File: src/hdl/iast_pkg.sv
// Shared types, constants and helper functions of the indentation-aware tokenizer.
`default_nettype none
package iast_pkg;

  // Indentation stack and front-to-back queue sizes
  localparam int INDENT_DEPTH = 32;
  localparam int TOP_W        = $clog2(INDENT_DEPTH);
  localparam int QUEUE_DEPTH  = 4;
  localparam int QPTR_W       = $clog2(QUEUE_DEPTH);

  // Token kinds
  localparam logic [5:0] K_EOF     = 6'd0;
  localparam logic [5:0] K_NAME    = 6'd1;
  localparam logic [5:0] K_INT     = 6'd2;
  localparam logic [5:0] K_FLOAT   = 6'd3;
  localparam logic [5:0] K_STRING  = 6'd4;
  localparam logic [5:0] K_DEF     = 6'd5;
  localparam logic [5:0] K_INDENT  = 6'd11;
  localparam logic [5:0] K_DEDENT  = 6'd12;
  localparam logic [5:0] K_NEWLINE = 6'd13;
  localparam logic [5:0] K_LPAREN  = 6'd14;
  localparam logic [5:0] K_RPAREN  = 6'd15;
  localparam logic [5:0] K_LBRACK  = 6'd16;
  localparam logic [5:0] K_RBRACK  = 6'd17;
  localparam logic [5:0] K_COMMA   = 6'd18;
  localparam logic [5:0] K_COLON   = 6'd19;
  localparam logic [5:0] K_DOT     = 6'd20;
  localparam logic [5:0] K_PLUS    = 6'd21;
  localparam logic [5:0] K_MINUS   = 6'd22;
  localparam logic [5:0] K_STAR    = 6'd23;
  localparam logic [5:0] K_SLASH   = 6'd24;
  localparam logic [5:0] K_PERCENT = 6'd25;
  localparam logic [5:0] K_EQUAL   = 6'd26;
  localparam logic [5:0] K_EQEQ    = 6'd27;
  localparam logic [5:0] K_NE      = 6'd28;
  localparam logic [5:0] K_LT      = 6'd29;
  localparam logic [5:0] K_LE      = 6'd30;
  localparam logic [5:0] K_GT      = 6'd31;
  localparam logic [5:0] K_GE      = 6'd32;
  localparam logic [5:0] K_STRCHAR = 6'd33;
  localparam logic [5:0] K_ERROR   = 6'd34;

  // Error codes
  localparam logic [2:0] ERR_NONE     = 3'd0;
  localparam logic [2:0] ERR_BAD_CHAR = 3'd1;
  localparam logic [2:0] ERR_UNTERM   = 3'd2;
  localparam logic [2:0] ERR_INDENT   = 3'd3;
  localparam logic [2:0] ERR_OVERFLOW = 3'd4;

  // Pending odd whitespace in the leading part of a line
  localparam logic [1:0] PEND_NONE = 2'd0;
  localparam logic [1:0] PEND_CR   = 2'd1;
  localparam logic [1:0] PEND_VTFF = 2'd2;

  // Characters
  localparam logic [7:0] CH_TAB    = 8'h09;
  localparam logic [7:0] CH_NL     = 8'h0A;
  localparam logic [7:0] CH_VT     = 8'h0B;
  localparam logic [7:0] CH_FF     = 8'h0C;
  localparam logic [7:0] CH_CR     = 8'h0D;
  localparam logic [7:0] CH_SPACE  = 8'h20;
  localparam logic [7:0] CH_BANG   = 8'h21;
  localparam logic [7:0] CH_DQ     = 8'h22;
  localparam logic [7:0] CH_HASH   = 8'h23;
  localparam logic [7:0] CH_SQ     = 8'h27;
  localparam logic [7:0] CH_DOT    = 8'h2E;
  localparam logic [7:0] CH_LT     = 8'h3C;
  localparam logic [7:0] CH_EQ     = 8'h3D;
  localparam logic [7:0] CH_GT     = 8'h3E;
  localparam logic [7:0] CH_BSL    = 8'h5C;
  localparam logic [7:0] CH_N      = 8'h6E;
  localparam logic [7:0] CH_T      = 8'h74;
  localparam logic [7:0] CH_NL_VAL = 8'd10;
  localparam logic [7:0] CH_TB_VAL = 8'd9;

  localparam logic [11:0] COL_MAX  = 12'hFFF;
  localparam logic [15:0] LINE_MAX = 16'hFFFF;
  localparam int          KW_COUNT = 6;

  typedef enum logic [3:0] {
    CC_ALPHA, CC_DIGIT, CC_SPACE, CC_NL, CC_CR, CC_VTFF, CC_HASH,
    CC_QUOTE, CC_OPSTART, CC_SINGLE, CC_OTHER
  } char_class_t;

  typedef enum logic [2:0] {
    LM_IDLE, LM_NAME, LM_INT, LM_FLOAT, LM_STR, LM_ESC, LM_OP
  } lex_mode_t;

  typedef enum logic [1:0] {
    LP_LEAD, LP_CONTENT, LP_TAIL, LP_BLANK
  } line_phase_t;

  typedef enum logic [3:0] {
    SQ_IDLE, SQ_BYTE, SQ_OPEN, SQ_DED, SQ_LPOST, SQ_CONT, SQ_DISP,
    SQ_NLFIN, SQ_NL, SQ_EFIN, SQ_EDED, SQ_EOFTOK, SQ_DONE
  } seq_state_t;

  typedef struct packed {
    logic [7:0] source_byte;
    logic       end_of_source;
  } in_item_t;

  typedef struct packed {
    logic [5:0]  token_kind;
    logic [15:0] line_number;
    logic [11:0] column;
    logic [11:0] token_length;
    logic [7:0]  char_value;
    logic [2:0]  error_code;
    logic        last;
  } out_item_t;

  typedef struct packed {
    logic        end_of_source;
    logic [7:0]  source_byte;
    char_class_t cls;
  } queue_item_t;

  typedef struct packed {
    logic        valid;
    queue_item_t item;
  } queue_push_t;

  // Saturate a 13-bit count to 12 bits
  function automatic logic [11:0] sat12(input logic [12:0] v);
    return v[12] ? COL_MAX : v[11:0];
  endfunction

  function automatic logic [11:0] inc12(input logic [11:0] v);
    return sat12({1'b0, v} + 13'd1);
  endfunction

  function automatic logic [2:0] kw_len(input int k);
    logic [2:0] r;
    unique case (k)
      0: r = 3'd3;
      1: r = 3'd2;
      2: r = 3'd4;
      3: r = 3'd5;
      4: r = 3'd6;
      default: r = 3'd4;
    endcase
    return r;
  endfunction

  // Keyword spelling: def if else while return pass
  function automatic logic [7:0] kw_char(input int k, input logic [2:0] idx);
    logic [47:0] s;
    unique case (k)
      0: s = {8'h00, 8'h00, 8'h00, "f", "e", "d"};
      1: s = {8'h00, 8'h00, 8'h00, 8'h00, "f", "i"};
      2: s = {8'h00, 8'h00, "e", "s", "l", "e"};
      3: s = {8'h00, "e", "l", "i", "h", "w"};
      4: s = {"n", "r", "u", "t", "e", "r"};
      default: s = {8'h00, 8'h00, "s", "s", "a", "p"};
    endcase
    return (idx > 3'd5) ? 8'h00 : s[idx * 8 +: 8];
  endfunction

  // Single-character operators; K_EOF means none
  function automatic logic [5:0] single_kind(input logic [7:0] c);
    logic [5:0] r;
    unique case (c)
      "(": r = K_LPAREN;
      ")": r = K_RPAREN;
      "[": r = K_LBRACK;
      "]": r = K_RBRACK;
      ",": r = K_COMMA;
      ":": r = K_COLON;
      ".": r = K_DOT;
      "+": r = K_PLUS;
      "-": r = K_MINUS;
      "*": r = K_STAR;
      "/": r = K_SLASH;
      "%": r = K_PERCENT;
      default: r = K_EOF;
    endcase
    return r;
  endfunction

endpackage
`default_nettype wire

File: src/hdl/iast_front.sv
// Front end: input register stage that classifies each source byte.
`default_nettype none
module iast_front (
  input  wire                     clk,
  input  wire                     rst,
  input  wire                     in_valid,
  output logic                    in_stall,
  input  iast_pkg::in_item_t      in_data,
  input  wire                     q_full,
  output iast_pkg::queue_push_t   q_push
);

  logic                   f_valid;
  iast_pkg::queue_item_t  f_item;
  iast_pkg::queue_item_t  f_item_next;
  logic                   accept;
  logic                   push;

  assign in_stall = f_valid && q_full;
  assign accept   = in_valid && !in_stall;
  assign push     = f_valid && !q_full;

  // Byte classification
  always_comb begin
    logic [7:0] c;
    c = in_data.source_byte;
    f_item_next.end_of_source = in_data.end_of_source;
    f_item_next.source_byte   = c;
    if ((c >= "a" && c <= "z") || (c >= "A" && c <= "Z") || c == "_") begin
      f_item_next.cls = iast_pkg::CC_ALPHA;
    end else if (c >= "0" && c <= "9") begin
      f_item_next.cls = iast_pkg::CC_DIGIT;
    end else if (c == iast_pkg::CH_SPACE || c == iast_pkg::CH_TAB) begin
      f_item_next.cls = iast_pkg::CC_SPACE;
    end else if (c == iast_pkg::CH_NL) begin
      f_item_next.cls = iast_pkg::CC_NL;
    end else if (c == iast_pkg::CH_CR) begin
      f_item_next.cls = iast_pkg::CC_CR;
    end else if (c == iast_pkg::CH_VT || c == iast_pkg::CH_FF) begin
      f_item_next.cls = iast_pkg::CC_VTFF;
    end else if (c == iast_pkg::CH_HASH) begin
      f_item_next.cls = iast_pkg::CC_HASH;
    end else if (c == iast_pkg::CH_DQ || c == iast_pkg::CH_SQ) begin
      f_item_next.cls = iast_pkg::CC_QUOTE;
    end else if (c == iast_pkg::CH_EQ || c == iast_pkg::CH_BANG ||
                 c == iast_pkg::CH_LT || c == iast_pkg::CH_GT) begin
      f_item_next.cls = iast_pkg::CC_OPSTART;
    end else if (iast_pkg::single_kind(c) != iast_pkg::K_EOF) begin
      f_item_next.cls = iast_pkg::CC_SINGLE;
    end else begin
      f_item_next.cls = iast_pkg::CC_OTHER;
    end
  end

  // Holding register
  always_ff @(posedge clk) begin
    if (rst) begin
      f_valid <= 1'b0;
    end else if (accept) begin
      f_valid <= 1'b1;
    end else if (push) begin
      f_valid <= 1'b0;
    end
    if (accept) begin
      f_item <= f_item_next;
    end
  end

  assign q_push.valid = push;
  assign q_push.item  = f_item;

endmodule
`default_nettype wire

File: src/hdl/iast_queue.sv
// Short queue of classified items between the front and back ends.
`default_nettype none
module iast_queue (
  input  wire                     clk,
  input  wire                     rst,
  input  iast_pkg::queue_push_t   q_push,
  output logic                    q_full,
  input  wire                     q_pop,
  output logic                    q_valid,
  output iast_pkg::queue_item_t   q_head
);

  iast_pkg::queue_item_t             slots [iast_pkg::QUEUE_DEPTH];
  logic [iast_pkg::QPTR_W-1:0]       wr_ptr;
  logic [iast_pkg::QPTR_W-1:0]       rd_ptr;
  logic [iast_pkg::QPTR_W:0]         count;
  logic                              do_push;
  logic                              do_pop;

  assign q_full  = (count == (iast_pkg::QPTR_W + 1)'(iast_pkg::QUEUE_DEPTH));
  assign q_valid = (count != '0);
  assign q_head  = slots[rd_ptr];
  assign do_push = q_push.valid && !q_full;
  assign do_pop  = q_pop && q_valid;

  // Pointers and fill count
  always_ff @(posedge clk) begin
    if (rst) begin
      wr_ptr <= '0;
      rd_ptr <= '0;
      count  <= '0;
    end else begin
      if (do_push) begin
        wr_ptr <= wr_ptr + 1'b1;
      end
      if (do_pop) begin
        rd_ptr <= rd_ptr + 1'b1;
      end
      unique case ({do_push, do_pop})
        2'b10:   count <= count + 1'b1;
        2'b01:   count <= count - 1'b1;
        default: count <= count;
      endcase
    end
  end

  always_ff @(posedge clk) begin
    if (do_push) begin
      slots[wr_ptr] <= q_push.item;
    end
  end

endmodule
`default_nettype wire

File: src/hdl/iast_back.sv
// Back end: lexer sequencer, indentation stack and result output register.
`default_nettype none
module iast_back (
  input  wire                     clk,
  input  wire                     rst,
  input  wire                     q_valid,
  input  iast_pkg::queue_item_t   q_head,
  output logic                    q_pop,
  input  wire                     write_enable,
  input  wire [3:0]               write_data,
  output logic                    out_valid,
  input  wire                     out_stall,
  output iast_pkg::out_item_t     out_data
);

  localparam int TW = iast_pkg::TOP_W;

  iast_pkg::seq_state_t   seq, seq_next;
  iast_pkg::queue_item_t  item;
  logic                   col_inc, col_inc_next;

  logic [3:0]             tab_width;
  logic [7:0]             stack_mem [iast_pkg::INDENT_DEPTH];
  logic [TW-1:0]          stack_top, stack_top_next;
  logic                   stk_we;
  logic [TW-1:0]          stk_widx;
  logic [7:0]             top_lvl;

  logic [7:0]             cur_indent, cur_indent_next;
  logic [15:0]            line_cnt, line_cnt_next;
  logic [11:0]            col_cnt, col_cnt_next;
  iast_pkg::line_phase_t  phase, phase_next;
  iast_pkg::lex_mode_t    lex, lex_next;
  logic [11:0]            tstart, tstart_next;
  logic                   quote, quote_next;
  logic [5:0]             hits, hits_next;
  logic                   err, err_next;
  logic [11:0]            tok_len, tok_len_next;
  logic [7:0]             op_byte, op_byte_next;
  logic                   frozen, frozen_next;
  logic [1:0]             pend, pend_next;
  logic [11:0]            pend_col, pend_col_next;

  logic                   st_valid;
  iast_pkg::out_item_t    st;
  logic                   emit_v;
  iast_pkg::out_item_t    em;
  logic                   can_move;
  logic                   step_en;
  logic                   done_go;
  logic                   push_out;

  logic [7:0]             c;
  logic                   is_alnum;
  logic                   fin_emit;
  logic [5:0]             fin_kind;
  logic [11:0]            fin_len;
  logic [2:0]             fin_err;
  logic [11:0]            fin_col;
  logic                   cont_go_disp;
  logic                   ded_more;

  assign c        = item.source_byte;
  assign is_alnum = (item.cls == iast_pkg::CC_ALPHA) || (item.cls == iast_pkg::CC_DIGIT);
  assign top_lvl  = (stack_top == '0) ? 8'd0 : stack_mem[stack_top];
  assign can_move = !out_valid || !out_stall;
  assign step_en  = !st_valid || can_move;
  assign done_go  = (seq == iast_pkg::SQ_DONE) && step_en;
  assign q_pop    = (seq == iast_pkg::SQ_IDLE) && q_valid;
  assign ded_more = (stack_top != '0) && (cur_indent < top_lvl);
  assign fin_col  = iast_pkg::inc12(tstart);

  // Token completion for the current lexer mode
  always_comb begin
    fin_emit = 1'b0;
    fin_kind = iast_pkg::K_NAME;
    fin_len  = tok_len;
    fin_err  = iast_pkg::ERR_NONE;
    unique case (lex)
      iast_pkg::LM_NAME: begin
        fin_emit = 1'b1;
        for (int k = 0; k < iast_pkg::KW_COUNT; k++) begin
          if (hits[k] && tok_len == {9'd0, iast_pkg::kw_len(k)}) begin
            fin_kind = 6'(iast_pkg::K_DEF + 6'(k));
          end
        end
      end
      iast_pkg::LM_INT: begin
        fin_emit = 1'b1;
        fin_kind = iast_pkg::K_INT;
      end
      iast_pkg::LM_FLOAT: begin
        fin_emit = 1'b1;
        fin_kind = iast_pkg::K_FLOAT;
      end
      iast_pkg::LM_OP: begin
        fin_emit = 1'b1;
        fin_len  = 12'd1;
        if (op_byte == iast_pkg::CH_EQ) begin
          fin_kind = iast_pkg::K_EQUAL;
        end else if (op_byte == iast_pkg::CH_LT) begin
          fin_kind = iast_pkg::K_LT;
        end else if (op_byte == iast_pkg::CH_GT) begin
          fin_kind = iast_pkg::K_GT;
        end else begin
          fin_kind = iast_pkg::K_ERROR;
          fin_err  = iast_pkg::ERR_BAD_CHAR;
        end
      end
      iast_pkg::LM_STR, iast_pkg::LM_ESC: begin
        fin_emit = 1'b1;
        fin_kind = iast_pkg::K_ERROR;
        fin_err  = iast_pkg::ERR_UNTERM;
      end
      default: fin_emit = 1'b0;
    endcase
  end

  // Whether a content byte closes the running token and needs dispatching
  always_comb begin
    unique case (lex)
      iast_pkg::LM_NAME:  cont_go_disp = !is_alnum;
      iast_pkg::LM_INT:   cont_go_disp = (item.cls != iast_pkg::CC_DIGIT) && (c != iast_pkg::CH_DOT);
      iast_pkg::LM_FLOAT: cont_go_disp = (item.cls != iast_pkg::CC_DIGIT);
      iast_pkg::LM_OP:    cont_go_disp = (c != iast_pkg::CH_EQ);
      iast_pkg::LM_IDLE:  cont_go_disp = 1'b1;
      default:            cont_go_disp = 1'b0;
    endcase
  end

  // Next state
  always_comb begin
    seq_next = seq;
    unique case (seq)
      iast_pkg::SQ_IDLE: if (q_valid) seq_next = iast_pkg::SQ_BYTE;
      iast_pkg::SQ_BYTE: begin
        if (step_en) begin
          priority if (item.end_of_source) seq_next = iast_pkg::SQ_EFIN;
          else if (err) seq_next = iast_pkg::SQ_DONE;
          else if (item.cls == iast_pkg::CC_NL) seq_next = iast_pkg::SQ_NLFIN;
          else if (phase == iast_pkg::LP_LEAD) begin
            if (item.cls == iast_pkg::CC_SPACE || item.cls == iast_pkg::CC_HASH ||
                item.cls == iast_pkg::CC_CR || item.cls == iast_pkg::CC_VTFF) begin
              seq_next = iast_pkg::SQ_DONE;
            end else begin
              seq_next = iast_pkg::SQ_OPEN;
            end
          end
          else if (phase == iast_pkg::LP_CONTENT) seq_next = iast_pkg::SQ_CONT;
          else seq_next = iast_pkg::SQ_DONE;
        end
      end
      iast_pkg::SQ_OPEN: begin
        if (step_en) begin
          priority if (cur_indent <= top_lvl) seq_next = iast_pkg::SQ_DED;
          else if (stack_top == TW'(iast_pkg::INDENT_DEPTH - 1)) seq_next = iast_pkg::SQ_DONE;
          else seq_next = iast_pkg::SQ_LPOST;
        end
      end
      iast_pkg::SQ_DED: begin
        if (step_en) begin
          priority if (ded_more) seq_next = iast_pkg::SQ_DED;
          else if (cur_indent != top_lvl) seq_next = iast_pkg::SQ_DONE;
          else seq_next = iast_pkg::SQ_LPOST;
        end
      end
      iast_pkg::SQ_LPOST: begin
        if (step_en) begin
          seq_next = (pend == iast_pkg::PEND_NONE) ? iast_pkg::SQ_DISP : iast_pkg::SQ_DONE;
        end
      end
      iast_pkg::SQ_CONT: begin
        if (step_en) seq_next = cont_go_disp ? iast_pkg::SQ_DISP : iast_pkg::SQ_DONE;
      end
      iast_pkg::SQ_DISP:  if (step_en) seq_next = iast_pkg::SQ_DONE;
      iast_pkg::SQ_NLFIN: if (step_en) seq_next = iast_pkg::SQ_NL;
      iast_pkg::SQ_NL: begin
        if (step_en) seq_next = item.end_of_source ? iast_pkg::SQ_EDED : iast_pkg::SQ_DONE;
      end
      iast_pkg::SQ_EFIN: begin
        if (step_en) begin
          seq_next = (!err && col_cnt != '0) ? iast_pkg::SQ_NL : iast_pkg::SQ_EDED;
        end
      end
      iast_pkg::SQ_EDED: begin
        if (step_en && !(!err && stack_top != '0)) seq_next = iast_pkg::SQ_EOFTOK;
      end
      iast_pkg::SQ_EOFTOK: if (step_en) seq_next = iast_pkg::SQ_DONE;
      iast_pkg::SQ_DONE:   if (done_go) seq_next = iast_pkg::SQ_IDLE;
      default:             seq_next = iast_pkg::SQ_IDLE;
    endcase
  end

  // Lexer state updates and result generation
  always_comb begin
    stack_top_next  = stack_top;
    cur_indent_next = cur_indent;
    line_cnt_next   = line_cnt;
    col_cnt_next    = col_cnt;
    phase_next      = phase;
    lex_next        = lex;
    tstart_next     = tstart;
    quote_next      = quote;
    hits_next       = hits;
    err_next        = err;
    tok_len_next    = tok_len;
    op_byte_next    = op_byte;
    frozen_next     = frozen;
    pend_next       = pend;
    pend_col_next   = pend_col;
    col_inc_next    = col_inc;
    stk_we          = 1'b0;
    stk_widx        = TW'(stack_top + 1'b1);
    emit_v          = 1'b0;
    em.token_kind   = iast_pkg::K_EOF;
    em.line_number  = line_cnt;
    em.column       = 12'd1;
    em.token_length = 12'd0;
    em.char_value   = 8'd0;
    em.error_code   = iast_pkg::ERR_NONE;
    em.last         = 1'b0;

    if (step_en) begin
      unique case (seq)
        iast_pkg::SQ_BYTE: begin
          col_inc_next = !item.end_of_source && !err && (item.cls != iast_pkg::CC_NL);
          if (!item.end_of_source && !err && phase == iast_pkg::LP_LEAD) begin
            unique case (item.cls)
              iast_pkg::CC_SPACE: begin
                if (!frozen) begin
                  logic [8:0] sum;
                  sum = {1'b0, cur_indent} +
                        ((c == iast_pkg::CH_TAB) ? {5'd0, tab_width} : 9'd1);
                  cur_indent_next = sum[8] ? 8'hFF : sum[7:0];
                end
              end
              iast_pkg::CC_HASH: phase_next = iast_pkg::LP_BLANK;
              iast_pkg::CC_CR, iast_pkg::CC_VTFF: begin
                frozen_next = 1'b1;
                if (pend == iast_pkg::PEND_NONE) begin
                  pend_next = (item.cls == iast_pkg::CC_CR) ? iast_pkg::PEND_CR
                                                            : iast_pkg::PEND_VTFF;
                  pend_col_next = col_cnt;
                end
              end
              default: ;
            endcase
          end
        end

        // Push a deeper level, or report overflow
        iast_pkg::SQ_OPEN: begin
          if (cur_indent > top_lvl) begin
            emit_v = 1'b1;
            if (stack_top == TW'(iast_pkg::INDENT_DEPTH - 1)) begin
              em.token_kind = iast_pkg::K_ERROR;
              em.error_code = iast_pkg::ERR_OVERFLOW;
              err_next      = 1'b1;
            end else begin
              em.token_kind  = iast_pkg::K_INDENT;
              stk_we         = 1'b1;
              stack_top_next = TW'(stack_top + 1'b1);
            end
          end
        end

        // Pop one level a cycle while the output does not stall, then check the level matches
        iast_pkg::SQ_DED: begin
          if (ded_more) begin
            emit_v         = 1'b1;
            em.token_kind  = iast_pkg::K_DEDENT;
            stack_top_next = TW'(stack_top - 1'b1);
          end else if (cur_indent != top_lvl) begin
            emit_v        = 1'b1;
            em.token_kind = iast_pkg::K_ERROR;
            em.error_code = iast_pkg::ERR_INDENT;
            err_next      = 1'b1;
          end
        end

        iast_pkg::SQ_LPOST: begin
          unique case (pend)
            iast_pkg::PEND_VTFF: begin
              emit_v          = 1'b1;
              em.token_kind   = iast_pkg::K_ERROR;
              em.error_code   = iast_pkg::ERR_BAD_CHAR;
              em.column       = iast_pkg::inc12(pend_col);
              em.token_length = 12'd1;
              err_next        = 1'b1;
            end
            iast_pkg::PEND_CR: phase_next = iast_pkg::LP_TAIL;
            default:           phase_next = iast_pkg::LP_CONTENT;
          endcase
        end

        // Continue or close the running token
        iast_pkg::SQ_CONT: begin
          unique case (lex)
            iast_pkg::LM_STR: begin
              if (c == (quote ? iast_pkg::CH_DQ : iast_pkg::CH_SQ)) begin
                emit_v          = 1'b1;
                em.token_kind   = iast_pkg::K_STRING;
                em.column       = fin_col;
                em.token_length = iast_pkg::sat12({1'b0, tok_len} + 13'd1);
                lex_next        = iast_pkg::LM_IDLE;
              end else if (c == iast_pkg::CH_BSL) begin
                lex_next     = iast_pkg::LM_ESC;
                tok_len_next = iast_pkg::inc12(tok_len);
              end else begin
                emit_v          = 1'b1;
                em.token_kind   = iast_pkg::K_STRCHAR;
                em.column       = iast_pkg::inc12(col_cnt);
                em.token_length = 12'd1;
                em.char_value   = c;
                tok_len_next    = iast_pkg::inc12(tok_len);
              end
            end
            iast_pkg::LM_ESC: begin
              emit_v          = 1'b1;
              em.token_kind   = iast_pkg::K_STRCHAR;
              em.column       = iast_pkg::inc12(col_cnt);
              em.token_length = 12'd2;
              em.char_value   = (c == iast_pkg::CH_N) ? iast_pkg::CH_NL_VAL :
                                (c == iast_pkg::CH_T) ? iast_pkg::CH_TB_VAL : c;
              lex_next        = iast_pkg::LM_STR;
              tok_len_next    = iast_pkg::inc12(tok_len);
            end
            iast_pkg::LM_OP: begin
              if (c == iast_pkg::CH_EQ) begin
                emit_v          = 1'b1;
                em.token_kind   = (op_byte == iast_pkg::CH_EQ)   ? iast_pkg::K_EQEQ :
                                  (op_byte == iast_pkg::CH_BANG) ? iast_pkg::K_NE :
                                  (op_byte == iast_pkg::CH_LT)   ? iast_pkg::K_LE :
                                                                   iast_pkg::K_GE;
                em.column       = fin_col;
                em.token_length = 12'd2;
                lex_next        = iast_pkg::LM_IDLE;
              end
            end
            iast_pkg::LM_NAME: begin
              if (is_alnum) begin
                for (int k = 0; k < iast_pkg::KW_COUNT; k++) begin
                  if (tok_len >= {9'd0, iast_pkg::kw_len(k)} ||
                      iast_pkg::kw_char(k, tok_len[2:0]) != c) begin
                    hits_next[k] = 1'b0;
                  end
                end
                tok_len_next = iast_pkg::inc12(tok_len);
              end
            end
            iast_pkg::LM_INT: begin
              if (item.cls == iast_pkg::CC_DIGIT) begin
                tok_len_next = iast_pkg::inc12(tok_len);
              end else if (c == iast_pkg::CH_DOT) begin
                lex_next     = iast_pkg::LM_FLOAT;
                tok_len_next = iast_pkg::inc12(tok_len);
              end
            end
            iast_pkg::LM_FLOAT: begin
              if (item.cls == iast_pkg::CC_DIGIT) begin
                tok_len_next = iast_pkg::inc12(tok_len);
              end
            end
            default: ;
          endcase
          if (cont_go_disp && lex != iast_pkg::LM_IDLE) begin
            emit_v          = fin_emit;
            em.token_kind   = fin_kind;
            em.column       = fin_col;
            em.token_length = fin_len;
            em.error_code   = fin_err;
            lex_next        = iast_pkg::LM_IDLE;
            if (fin_err != iast_pkg::ERR_NONE) err_next = 1'b1;
          end
        end

        // From an idle lexer, start a token, emit a single-byte token or error, or enter the line tail
        iast_pkg::SQ_DISP: begin
          if (!err) begin
            unique case (item.cls)
              iast_pkg::CC_HASH, iast_pkg::CC_CR: phase_next = iast_pkg::LP_TAIL;
              iast_pkg::CC_SPACE: ;
              iast_pkg::CC_ALPHA: begin
                lex_next     = iast_pkg::LM_NAME;
                tstart_next  = col_cnt;
                tok_len_next = 12'd1;
                for (int k = 0; k < iast_pkg::KW_COUNT; k++) begin
                  hits_next[k] = (iast_pkg::kw_char(k, 3'd0) == c);
                end
              end
              iast_pkg::CC_DIGIT: begin
                lex_next     = iast_pkg::LM_INT;
                tstart_next  = col_cnt;
                tok_len_next = 12'd1;
                hits_next    = '1;
              end
              iast_pkg::CC_QUOTE: begin
                lex_next     = iast_pkg::LM_STR;
                tstart_next  = col_cnt;
                tok_len_next = 12'd1;
                hits_next    = '1;
                quote_next   = (c == iast_pkg::CH_DQ);
              end
              iast_pkg::CC_OPSTART: begin
                lex_next     = iast_pkg::LM_OP;
                tstart_next  = col_cnt;
                tok_len_next = 12'd1;
                hits_next    = '1;
                op_byte_next = c;
              end
              iast_pkg::CC_SINGLE: begin
                emit_v          = 1'b1;
                em.token_kind   = iast_pkg::single_kind(c);
                em.column       = iast_pkg::inc12(col_cnt);
                em.token_length = 12'd1;
              end
              default: begin
                emit_v          = 1'b1;
                em.token_kind   = iast_pkg::K_ERROR;
                em.error_code   = iast_pkg::ERR_BAD_CHAR;
                em.column       = iast_pkg::inc12(col_cnt);
                em.token_length = 12'd1;
                err_next        = 1'b1;
              end
            endcase
          end
        end

        // Close the token at a line end or at end of source
        iast_pkg::SQ_NLFIN, iast_pkg::SQ_EFIN: begin
          if (seq == iast_pkg::SQ_NLFIN || (!err && col_cnt != '0)) begin
            emit_v          = fin_emit;
            em.token_kind   = fin_kind;
            em.column       = fin_col;
            em.token_length = fin_len;
            em.error_code   = fin_err;
            lex_next        = iast_pkg::LM_IDLE;
            if (fin_err != iast_pkg::ERR_NONE) err_next = 1'b1;
          end
        end

        iast_pkg::SQ_NL: begin
          if (!err) begin
            if (phase == iast_pkg::LP_CONTENT || phase == iast_pkg::LP_TAIL) begin
              emit_v        = 1'b1;
              em.token_kind = iast_pkg::K_NEWLINE;
              em.column     = iast_pkg::inc12(col_cnt);
            end
            if (line_cnt != iast_pkg::LINE_MAX) line_cnt_next = line_cnt + 16'd1;
            col_cnt_next    = '0;
            phase_next      = iast_pkg::LP_LEAD;
            cur_indent_next = '0;
            frozen_next     = 1'b0;
            pend_next       = iast_pkg::PEND_NONE;
            pend_col_next   = '0;
          end
        end

        iast_pkg::SQ_EDED: begin
          if (!err && stack_top != '0) begin
            emit_v         = 1'b1;
            em.token_kind  = iast_pkg::K_DEDENT;
            stack_top_next = TW'(stack_top - 1'b1);
          end
        end

        // EOF, then back to the reset state
        iast_pkg::SQ_EOFTOK: begin
          emit_v          = 1'b1;
          em.token_kind   = iast_pkg::K_EOF;
          stack_top_next  = '0;
          cur_indent_next = '0;
          line_cnt_next   = 16'd1;
          col_cnt_next    = '0;
          phase_next      = iast_pkg::LP_LEAD;
          lex_next        = iast_pkg::LM_IDLE;
          tstart_next     = '0;
          quote_next      = 1'b0;
          hits_next       = '1;
          err_next        = 1'b0;
          tok_len_next    = '0;
          op_byte_next    = '0;
          frozen_next     = 1'b0;
          pend_next       = iast_pkg::PEND_NONE;
          pend_col_next   = '0;
        end

        iast_pkg::SQ_DONE: begin
          if (col_inc) col_cnt_next = iast_pkg::inc12(col_cnt);
        end

        default: ;
      endcase
    end
  end

  assign push_out = (step_en && emit_v && st_valid) || (done_go && st_valid);

  // Control registers
  always_ff @(posedge clk) begin
    if (rst) begin
      seq        <= iast_pkg::SQ_IDLE;
      tab_width  <= 4'd4;
      stack_top  <= '0;
      cur_indent <= '0;
      line_cnt   <= 16'd1;
      col_cnt    <= '0;
      phase      <= iast_pkg::LP_LEAD;
      lex        <= iast_pkg::LM_IDLE;
      tstart     <= '0;
      quote      <= 1'b0;
      hits       <= '1;
      err        <= 1'b0;
      tok_len    <= '0;
      op_byte    <= '0;
      frozen     <= 1'b0;
      pend       <= iast_pkg::PEND_NONE;
      pend_col   <= '0;
      col_inc    <= 1'b0;
      st_valid   <= 1'b0;
      out_valid  <= 1'b0;
    end else begin
      seq        <= seq_next;
      stack_top  <= stack_top_next;
      cur_indent <= cur_indent_next;
      line_cnt   <= line_cnt_next;
      col_cnt    <= col_cnt_next;
      phase      <= phase_next;
      lex        <= lex_next;
      tstart     <= tstart_next;
      quote      <= quote_next;
      hits       <= hits_next;
      err        <= err_next;
      tok_len    <= tok_len_next;
      op_byte    <= op_byte_next;
      frozen     <= frozen_next;
      pend       <= pend_next;
      pend_col   <= pend_col_next;
      col_inc    <= col_inc_next;
      if (write_enable) tab_width <= write_data;
      if (step_en && emit_v) begin
        st_valid <= 1'b1;
      end else if (done_go) begin
        st_valid <= 1'b0;
      end
      if (push_out) begin
        out_valid <= 1'b1;
      end else if (!out_stall) begin
        out_valid <= 1'b0;
      end
    end
  end

  // Payload registers: item, stack, staged result and output
  always_ff @(posedge clk) begin
    if (q_pop) item <= q_head;
    if (step_en && stk_we) stack_mem[stk_widx] <= cur_indent;
    if (step_en && emit_v) st <= em;
    if (push_out) begin
      out_data      <= st;
      out_data.last <= done_go;
    end
  end

`ifndef SYNTHESIS
  // The staged result is always flushed before the next item is taken
  a_idle_flushed: assert property (@(posedge clk) disable iff (rst)
    (seq == iast_pkg::SQ_IDLE) |-> !st_valid)
    else $error("staged result left behind at item boundary");

  // No token can be open while the leading part of a line is scanned
  a_lead_idle: assert property (@(posedge clk) disable iff (rst)
    (phase == iast_pkg::LP_LEAD) |-> (lex == iast_pkg::LM_IDLE))
    else $error("token open during leading whitespace");

  // End of source leaves a clean lexer
  a_eof_clean: assert property (@(posedge clk) disable iff (rst)
    (seq == iast_pkg::SQ_EOFTOK && step_en) |=>
      (stack_top == '0 && !err && line_cnt == 16'd1 && col_cnt == '0))
    else $error("lexer state not cleared after end of source");

  // A result only moves to the output when the output can take it
  a_push_ok: assert property (@(posedge clk) disable iff (rst)
    push_out |-> can_move)
    else $error("output register overwritten while stalled");
`endif

endmodule
`default_nettype wire

File: src/hdl/indent_aware_script_tokenizer.sv
// Top level of the indentation-aware script tokenizer.
// Takes one source byte (or an end-of-source mark) per input transaction and
// returns the token results it causes, the final one flagged by last. The front
// end registers and classifies each byte into a four-entry queue, so input keeps
// flowing while the back end works. The back-end sequencer handles one step per
// cycle while the output is not stalled, and emits at most one result per cycle.
// The first non-blank byte of a line emits an INDENT, or one DEDENT per closed
// level. With no error pending, an end-of-source transaction closes a still-open
// last line and emits one DEDENT per open level before the EOF token.
// tab_width is written through write_enable/write_data (reset value 4).
`default_nettype none
module indent_aware_script_tokenizer (
  input  wire                   clk,
  input  wire                   rst,
  input  wire                   in_valid,
  output logic                  in_stall,
  input  iast_pkg::in_item_t    in_data,
  output logic                  out_valid,
  input  wire                   out_stall,
  output iast_pkg::out_item_t   out_data,
  input  wire                   write_enable,
  input  wire [3:0]             write_data
);

  iast_pkg::queue_push_t  q_push;
  logic                   q_full;
  logic                   q_pop;
  logic                   q_valid;
  iast_pkg::queue_item_t  q_head;

  iast_front u_front (
    .clk      (clk),
    .rst      (rst),
    .in_valid (in_valid),
    .in_stall (in_stall),
    .in_data  (in_data),
    .q_full   (q_full),
    .q_push   (q_push)
  );

  iast_queue u_queue (
    .clk     (clk),
    .rst     (rst),
    .q_push  (q_push),
    .q_full  (q_full),
    .q_pop   (q_pop),
    .q_valid (q_valid),
    .q_head  (q_head)
  );

  iast_back u_back (
    .clk          (clk),
    .rst          (rst),
    .q_valid      (q_valid),
    .q_head       (q_head),
    .q_pop        (q_pop),
    .write_enable (write_enable),
    .write_data   (write_data),
    .out_valid    (out_valid),
    .out_stall    (out_stall),
    .out_data     (out_data)
  );

endmodule
`default_nettype wire

File: config.mk
export PLATFORM = sky130hd
export DESIGN_NAME = indent_aware_script_tokenizer
export DESIGN_NICKNAME = d
export VERILOG_FILES = /design/src/hdl/iast_pkg.sv /design/src/hdl/iast_front.sv /design/src/hdl/iast_queue.sv /design/src/hdl/iast_back.sv /design/src/hdl/indent_aware_script_tokenizer.sv
export SDC_FILE = /design/constraint.sdc
export NUM_CORES = 1
export LEC_CHECK = 0
export ABC_AREA = 1
export BUFFER_PORTS_ARGS = -buffer_cell sky130_fd_sc_hd__buf_4
export CAP_MARGIN = 20
export CORE_UTILIZATION = 43
export CTS_CLUSTER_DIAMETER = 150
export CTS_CLUSTER_SIZE = 30
export DETAILED_ROUTE_END_ITERATION = 8
export SLEW_MARGIN = 20
export SYNTH_ARGS = -nofsm -noshare
export SYNTH_HDL_FRONTEND = slang
export SYNTH_SLANG_ARGS = --single-unit
File: constraint.sdc
create_clock -name clk -period 8.69 [get_ports clk]
set_input_delay 1.738 -clock clk [delete_from_list [all_inputs] [get_ports clk]]
set_output_delay 1.738 -clock clk [all_outputs]
set_load 0.02 [all_outputs]
==> impl_metrics.py, run 1 <==
metrics = {
    "detailed_routing": {
        "drtIter0Drc": 2090,
        "firstDrtPassIters": 5,
        "drc_errors": 0,
        "post_drt_wl_per_cell_um": 20.2,
        "num_vias": 20200,
        "via_per_inst": 5.69,
        "ant_nets": 0,
        "drt_wl_total_mm": 71.8,
    },
    "pwr": {
        "p_leak_nw": 10.3,
        "max-vdd-ir-drop_mv": 0.167,
        "cellPowerDensity_nw_per_um2": 233,
    },
    "clock_tree": {
        "ctsHtreeMaxLevel": 1,
        "clkTransAtPathRegs_ns": 0.14,
        "insertion_delay_ns": 0.62,
        "cts.sinks": 574,
        "numCtsBuffers": 23,
        "cts_tree": "built",
        "cts_root_buf": "clkbuf_16",
        "cts_resized": 0,
        "post_cts_buffers": 0,
        "clock_path_buffers": 3,
        "postCtsHoldBufs": 0,
    },
    "sta": {
        "rsz0062_at_grt": "no",
        "worst_pin_slew_ns": 1.03,
        "setup_viol": 0,
        "hold_ws_ns": 0.417,
        "fin_crit_sh_pct": 64.9,
        "fin_crit_ns": 5.64,
        "setup-tns-final_ns": 0,
        "hold_viol": 0,
        "slew_viol_final": 0,
        "slew-limit-headroom_pct": 31.3,
        "max_freq_ghz": 0.177,
        "fin_skew_ns": 0.0376,
    },
    "worst_hold_path": {
        "hp-class": "reg -> reg",
        "hold_end": "u_back.out_data[7]",
        "hp-start": "u_back.st[7]",
        "min_path_cells": 0,
    },
    "floorplan": {
        "die_area_sq_um": 62800,
        "coreArea_sq_um": 60700,
        "dieWidth_um": 251,
        "rows": 90,
        "die_h_um": 251,
        "io-pin-count": 78,
        "initial_core_util_pct": 43.8,
    },
    "synthesis": {
        "muxShareOfSynthArea_pct": 0,
        "synth_xor_area_share_pct": 1.38,
        "synth-seq-cells": 574,
        "synth_top_family_by_area": "simple AND/OR/NAND/NOR gates",
        "ys_seq_area_share_pct": 60.1,
        "synthTopCellsByArea": "edfxtp_1 51%, dfxtp_1 9.4%, nor2_1 5.8%",
        "syn_inst": 2743,
        "synth.distinct_cells": 59,
        "syn-num-nets": 2801,
        "synthFlopType": "edfxtp_1",
        "synthAdderAreaFrac_pct": 1.94,
        "postSynthAreaPerCell_sq_um": 9.69,
        "synth.top_cell.area_share_pct": 50.7,
        "async_reset_ff_share_pct": 0,
        "yosysWarnings": 0,
        "synth-simple-area-share_pct": 17.8,
        "synth_compound_area_share_pct": 13.4,
        "synth_top_area_cell": "edfxtp_1",
        "synth_edf_count": 449,
        "synth_area_sq_um": 26600,
    },
    "global_route": {
        "grt_pass1_vias": 19500,
        "grt_max_degree": 98,
        "grt-ovfl-total": 0,
        "track_usage_pct": 22.6,
        "antenna_found_initial": 0,
        "grt_pass1_wl_mm": 111,
    },
    "final_layout": {
        "final_net_count": 2814,
        "syn_to_final_growth_pct": 7.34,
        "drive_gt1_share_pct": 6.92,
        "diodes": 0,
        "fillerInstances": 5612,
        "layoutNonFillerInstCount": 3555,
    },
    "worst_setup_path": {
        "reg2reg_to": "u_back.stack_mem[3][4]",
        "critPathKind": "reg -> reg",
        "startpoint_type": "flip-flop",
        "end_kind": "flip-flop",
        "reg2reg_depth": 17,
        "worstPathRequired_ns": 8.95,
        "r2r_slack_ns": 3.05,
        "cp_max_fo": 97,
        "cp.arrival_ns": 5.90,
    },
    "job": {
        "cap_viol_max_count": 0,
    },
    "placed_design": {
        "dp_hpwl_mm": 49.2,
        "place_inst": 3512,
        "gp_congestion": 0.965,
        "portBuffers": 77,
    },
    "outcome": {
        "status": "finished, final reports clean",
    },
}
how the worst max path moves through the flow:
stage | startpoint | endpoint | slack, ns
6_report | flip-flop | u_back.stack_mem[3][4] | 3.05
5_1_grt | flip-flop | u_back.stack_mem[27][0] | 2.67
4_1_cts | flip-flop | u_back.stack_mem[3][1] | 3.19
3_5_place_dp | flip-flop | u_back.stack_mem[3][0] | 3.19
3_3_place_gp | flip-flop | u_back.stack_mem[27][1] | 3.41
2_1_floorplan | flip-flop | u_back.out_data[0] | 4.28
metal layers:
layer,vias up,part of all wire (%),track usage [%]
met4,0,3.1,7.38
li1,9625,-,-
met5,-,0,0
met3,132,5.6,2.06
met1,9748,44,30.8
met2,717,48,37.8
layout make-up:
cell class	count	area [sq um]	share of cell area (%)
timing repair buffer	102	766	2.68
tap	782	978	3.43
sequential	574	16000	56.0
clock inverter	2	50.0	0.175
clock buffer	40	639	2.24
multi-input combinational	1808	9190	32.2
inverter	247	930	3.26
cells in the final DEF, fill, tap and decap left out, drive strengths merged, types with 5 or more instances in the layout:
cell and count:
edfxtp 449, nor2 424, nand2 412, o21ai 274, inv 245, nand3 173
a21oi 171, dfxtp 125, buf 101, o221ai 47, nor3 46, clkbuf 41
xor2 38, ha 38, nand4 37, o22ai 36, a211oi 28, a31oi 13
nor4 10, a32oi 9, o31ai 8, o211ai 7, o311ai 5, or2 5
synth_stat cells (16+ instances only):
cell / n
a21oi_1: 169
nand2_1: 400
nand4_1: 36
o21ai_0: 269
o221ai_1: 47
clkbuf_1: 87
nand3_1: 172
nor3_1: 42
nor2_1: 412
inv_2: 16
o22ai_1: 36
dfxtp_1: 125
xor2_1: 38
edfxtp_1: 449
ha_1: 38
a211oi_1: 25
inv_1: 227
critical path: stages (launching register included):
cell and delay [ns]:
dfxtp_4 0.55, buf_4 0.76, nor2_1 0.12, o22ai_1 0.15, nor2_1 0.05, o311ai_0 0.77, nand3_1 0.16, ha_1 0.37
nand2_1 0.07, nor2_1 0.14, nand2_1 0.11, nand2_1 0.10, nand3_1 0.15, nor2_1 0.16, inv_1 0.07, nor2_1 0.24
nand2_1 0.54, nor2_1 0.71
through the flow:
step           utilization (%)  instance area, sq um  setup WS (ns)  power [W]
2_1_floorplan                -                 26600           4.28    0.00476
3_3_place_gp              45.9                 27800           3.41    0.00530
3_5_place_dp              45.9                 27800           3.19    0.00532
4_1_cts                   47.0                 28500           3.19    0.00667
5_1_grt                   47.0                 28500           2.67    0.00700
6_report                  47.0                 28500           3.05    0.00666
power breakdown:
group | switching (W) | total [W] | internal (W) | leakage (nW)
registers | 0.000211 | 0.00344 | 0.00323 | 5.11
logic | 0.00134 | 0.00186 | 0.000516 | 4.85
clock network | 0.000842 | 0.00136 | 0.000521 | 0.325
state kept, by name, indices dropped and copies added, names as in the netlist, 6 cells and up, named ones only:
name and flops:
u_back.st 57, u_back.c 8, u_front.q_push 13, u_back.op_byte 8, u_back.cur_indent 8, u_back.tstart 12
u_back.out_data 58, u_back.tok_len 12, u_back.pend_col 12, u_back.hits 6, u_back.stack_mem 256, u_queue.slots 52
u_back.line_cnt 16, u_back.col_cnt 12
cells by family (layout without fill, tap and decap cells):
| kind of cell | Yosys count | after routing |
|---|---|---|
| fa+ha+maj | 40 | 40 |
| buf+inv | 361 | 391 |
| xor+xnor | 42 | 42 |
| simple gates | 1111 | 1111 |
| compound gates | 615 | 615 |
| flops | 574 | 574 |
Note: power is estimated with default switching activity, not from simulation.
==> run 2: changes to the inputs <==
- ABC_AREA: 1 -> 0
- clock period: 8.69 -> 5.7 ns (I/O delays scaled with it)
==> run 2 against run 1 <==
Non-clock buffer count rose by 54. Critical path depth down 3. Count of clock-buffer cells in the layout stayed put. Via count down 9.8%. Combinational power is 38% higher. Utilization grew 0.64 points. Sequential power up 48%. Critical endpoint is now u_back.out_data[1]. Largest power group unchanged.
==> impl_metrics.py, run 2 <==
metrics = {
    "outcome": {
        "status": "finished, final reports clean",
    },
    "placed_design": {
        "gp_congestion": 0.927,
        "portBuffers": 77,
        "place_inst": 2950,
        "dp_hpwl_mm": 48.0,
    },
    "global_route": {
        "grt-ovfl-total": 0,
        "grt_pass1_vias": 17000,
        "grt_max_degree": 59,
        "grt_pass1_wl_mm": 105,
        "track_usage_pct": 21.7,
        "antenna_found_initial": 1,
    },
    "clock_tree": {
        "insertion_delay_ns": 0.62,
        "numCtsBuffers": 23,
        "clkTransAtPathRegs_ns": 0.13,
        "post_cts_buffers": 0,
        "cts.sinks": 574,
        "cts_tree": "built",
        "postCtsHoldBufs": 0,
        "cts_root_buf": "clkbuf_16",
        "clock_path_buffers": 3,
        "cts_resized": 0,
        "ctsHtreeMaxLevel": 1,
    },
    "final_layout": {
        "mostFrequentLayoutCells": "449 x edfxtp_1, 190 x nor2_1, 177 x nand2_1",
        "fillerInstances": 5328,
        "largest_register_ffs": 256,
        "drive_gt1_share_pct": 14.8,
        "final_net_count": 2251,
        "layout_commonest_cell": "edfxtp_1",
        "syn_to_final_growth_pct": 8.92,
        "reg.largest.list": "u_back.stack_mem: 256 flops, u_back.out_data: 58 flops, u_back.st: 57 flops",
        "layoutNonFillerInstCount": 2993,
        "regMostFlops": "u_back.stack_mem",
    },
    "sta": {
        "slew-limit-headroom_pct": 27.9,
        "setup_viol": 0,
        "max_freq_ghz": 0.201,
        "slew_viol_final": 0,
        "setup-tns-final_ns": 0,
        "fin_skew_ns": 0.0637,
        "worst_pin_slew_ns": 1.07,
        "fin_crit_ns": 4.98,
        "fin_crit_sh_pct": 87.4,
        "rsz0062_at_grt": "no",
        "hold_viol": 0,
        "hold_ws_ns": 0.407,
    },
    "synthesis": {
        "yosysWarnings": 0,
        "async_reset_ff_share_pct": 0,
        "synthFlopType": "edfxtp_1",
        "synth-seq-cells": 574,
        "synth.distinct_cells": 95,
        "postSynthAreaPerCell_sq_um": 12.4,
        "yosysMostFrequentCell": "edfxtp_1",
        "synth_edf_count": 449,
        "syn_inst": 2143,
        "synth_area_sq_um": 26600,
        "synth_top_area_cell": "edfxtp_1",
        "synth_common_cells": "449 x edfxtp_1, 190 x nor2_1, 177 x nand2_1, 159 x a21oi_1, 125 x dfxtp_1",
        "synth.top_cell.area_share_pct": 50.8,
        "syn-num-nets": 2201,
        "ys_seq_area_share_pct": 60.2,
        "synthTopCellsByArea": "edfxtp_1 51%, dfxtp_1 9.4%, mux4_2 7.9%",
    },
    "floorplan": {
        "initial_core_util_pct": 43.8,
        "die_area_sq_um": 62800,
        "coreArea_sq_um": 60700,
        "rows": 90,
        "io-pin-count": 78,
        "dieWidth_um": 251,
        "die_h_um": 251,
    },
    "pwr": {
        "max-vdd-ir-drop_mv": 0.233,
        "p_leak_nw": 9.37,
        "cellPowerDensity_nw_per_um2": 335,
    },
    "detailed_routing": {
        "via_per_inst": 6.09,
        "firstDrtPassIters": 6,
        "num_vias": 18200,
        "ant_nets": 0,
        "drc_errors": 0,
        "drtIter0Drc": 1926,
        "post_drt_wl_per_cell_um": 23.1,
        "drt_wl_total_mm": 69.2,
    },
    "worst_hold_path": {
        "hp-class": "reg -> reg",
    },
    "worst_setup_path": {
        "cp_max_fo": 58,
        "end_kind": "flip-flop",
        "startpoint_type": "flip-flop",
        "critPathKind": "reg -> reg",
        "worstPathRequired_ns": 5.96,
        "cp.arrival_ns": 5.24,
    },
    "job": {
        "cap_viol_max_count": 0,
    },
}
run 2: report_power, final:
part | internal [W] | switching (W)
sequential | 0.00473 | 0.000351
combinational | 0.000998 | 0.00158
clock | 0.000790 | 0.00125
total | 0.00652 | 0.00318
run 2: final timing paths:
| path | startpoint | endpoint | slack, ns | depth (start not counted) |
|---|---|---|---|---|
| setup / recovery | flip-flop | u_back.out_data[1] | 0.72 | 14 |
| hold / removal | u_back.st[6] | u_back.out_data[6] | 0.41 | 0 |
| setup reg to reg | flip-flop | u_back.out_data[1] | 0.72 | 14 |
| hold reg to reg | u_back.st[6] | u_back.out_data[6] | 0.41 | 0 |
run 2: through the flow:
| step | util [%] | area [sq um] | total power, W | setup WS (ns) |
|---|---|---|---|---|
| 2_1_floorplan | - | 26600 | 0.00690 | 0.308 |
| 3_3_place_gp | 46.5 | 28200 | 0.00761 | 0.848 |
| 4_1_cts | 47.7 | 28900 | 0.00971 | 0.744 |
| 3_5_place_dp | 46.5 | 28200 | 0.00769 | 0.770 |
| 6_report | 47.7 | 28900 | 0.00970 | 0.719 |
| 5_1_grt | 47.7 | 28900 | 0.0101 | 0.496 |
run 2: layer usage:
| layer | share of wire, % | GRT usage (%) | vias up |
|---|---|---|---|
| li1 | - | - | 8246 |
| met1 | 43 | 31.5 | 9079 |
| met2 | 47 | 35.1 | 805 |
| met3 | 7.4 | 2.39 | 101 |
| met4 | 1.9 | 4.65 | 2 |
| met5 | 0.019 | 0 | - |
run 2: logic make-up after synthesis:
kind of cell / share of synthesized area [%]
multiplexers: 9.13
AND/OR/NAND/NOR: 13.6
AO/OA/AOI/OAI: 10.8
flip-flops: 60.2
buffers and inverters: 2.58
XOR/XNOR: 1.75
adder cells (fa/ha/maj): 1.94
run 2: layout make-up:
cell class	instances	area, sq um	area share, %
well taps	782	978	3.38
flip-flops and latches	574	16000	55.3
inverters	43	161	0.558
clock buffers	40	639	2.21
multi-input cells	1395	9910	34.3
diodes	1	2.50	0.00865
clock inverters	2	38.8	0.134
repair buffers	156	1210	4.18
run 2: worst max-delay path, cell delays in order (launching register included):
cell	delay, ns
dfxtp_2	0.60
buf_12	0.32
mux4_2	0.37
mux4_2	0.51
mux2_2	0.28
nand2_1	0.07
ha_1	0.19
nand2_1	0.06
o21ai_0	0.53
inv_1	0.16
nand3_1	0.19
o22ai_1	0.14
o41ai_4	0.68
a21boi_4	0.10
buf_4	0.35
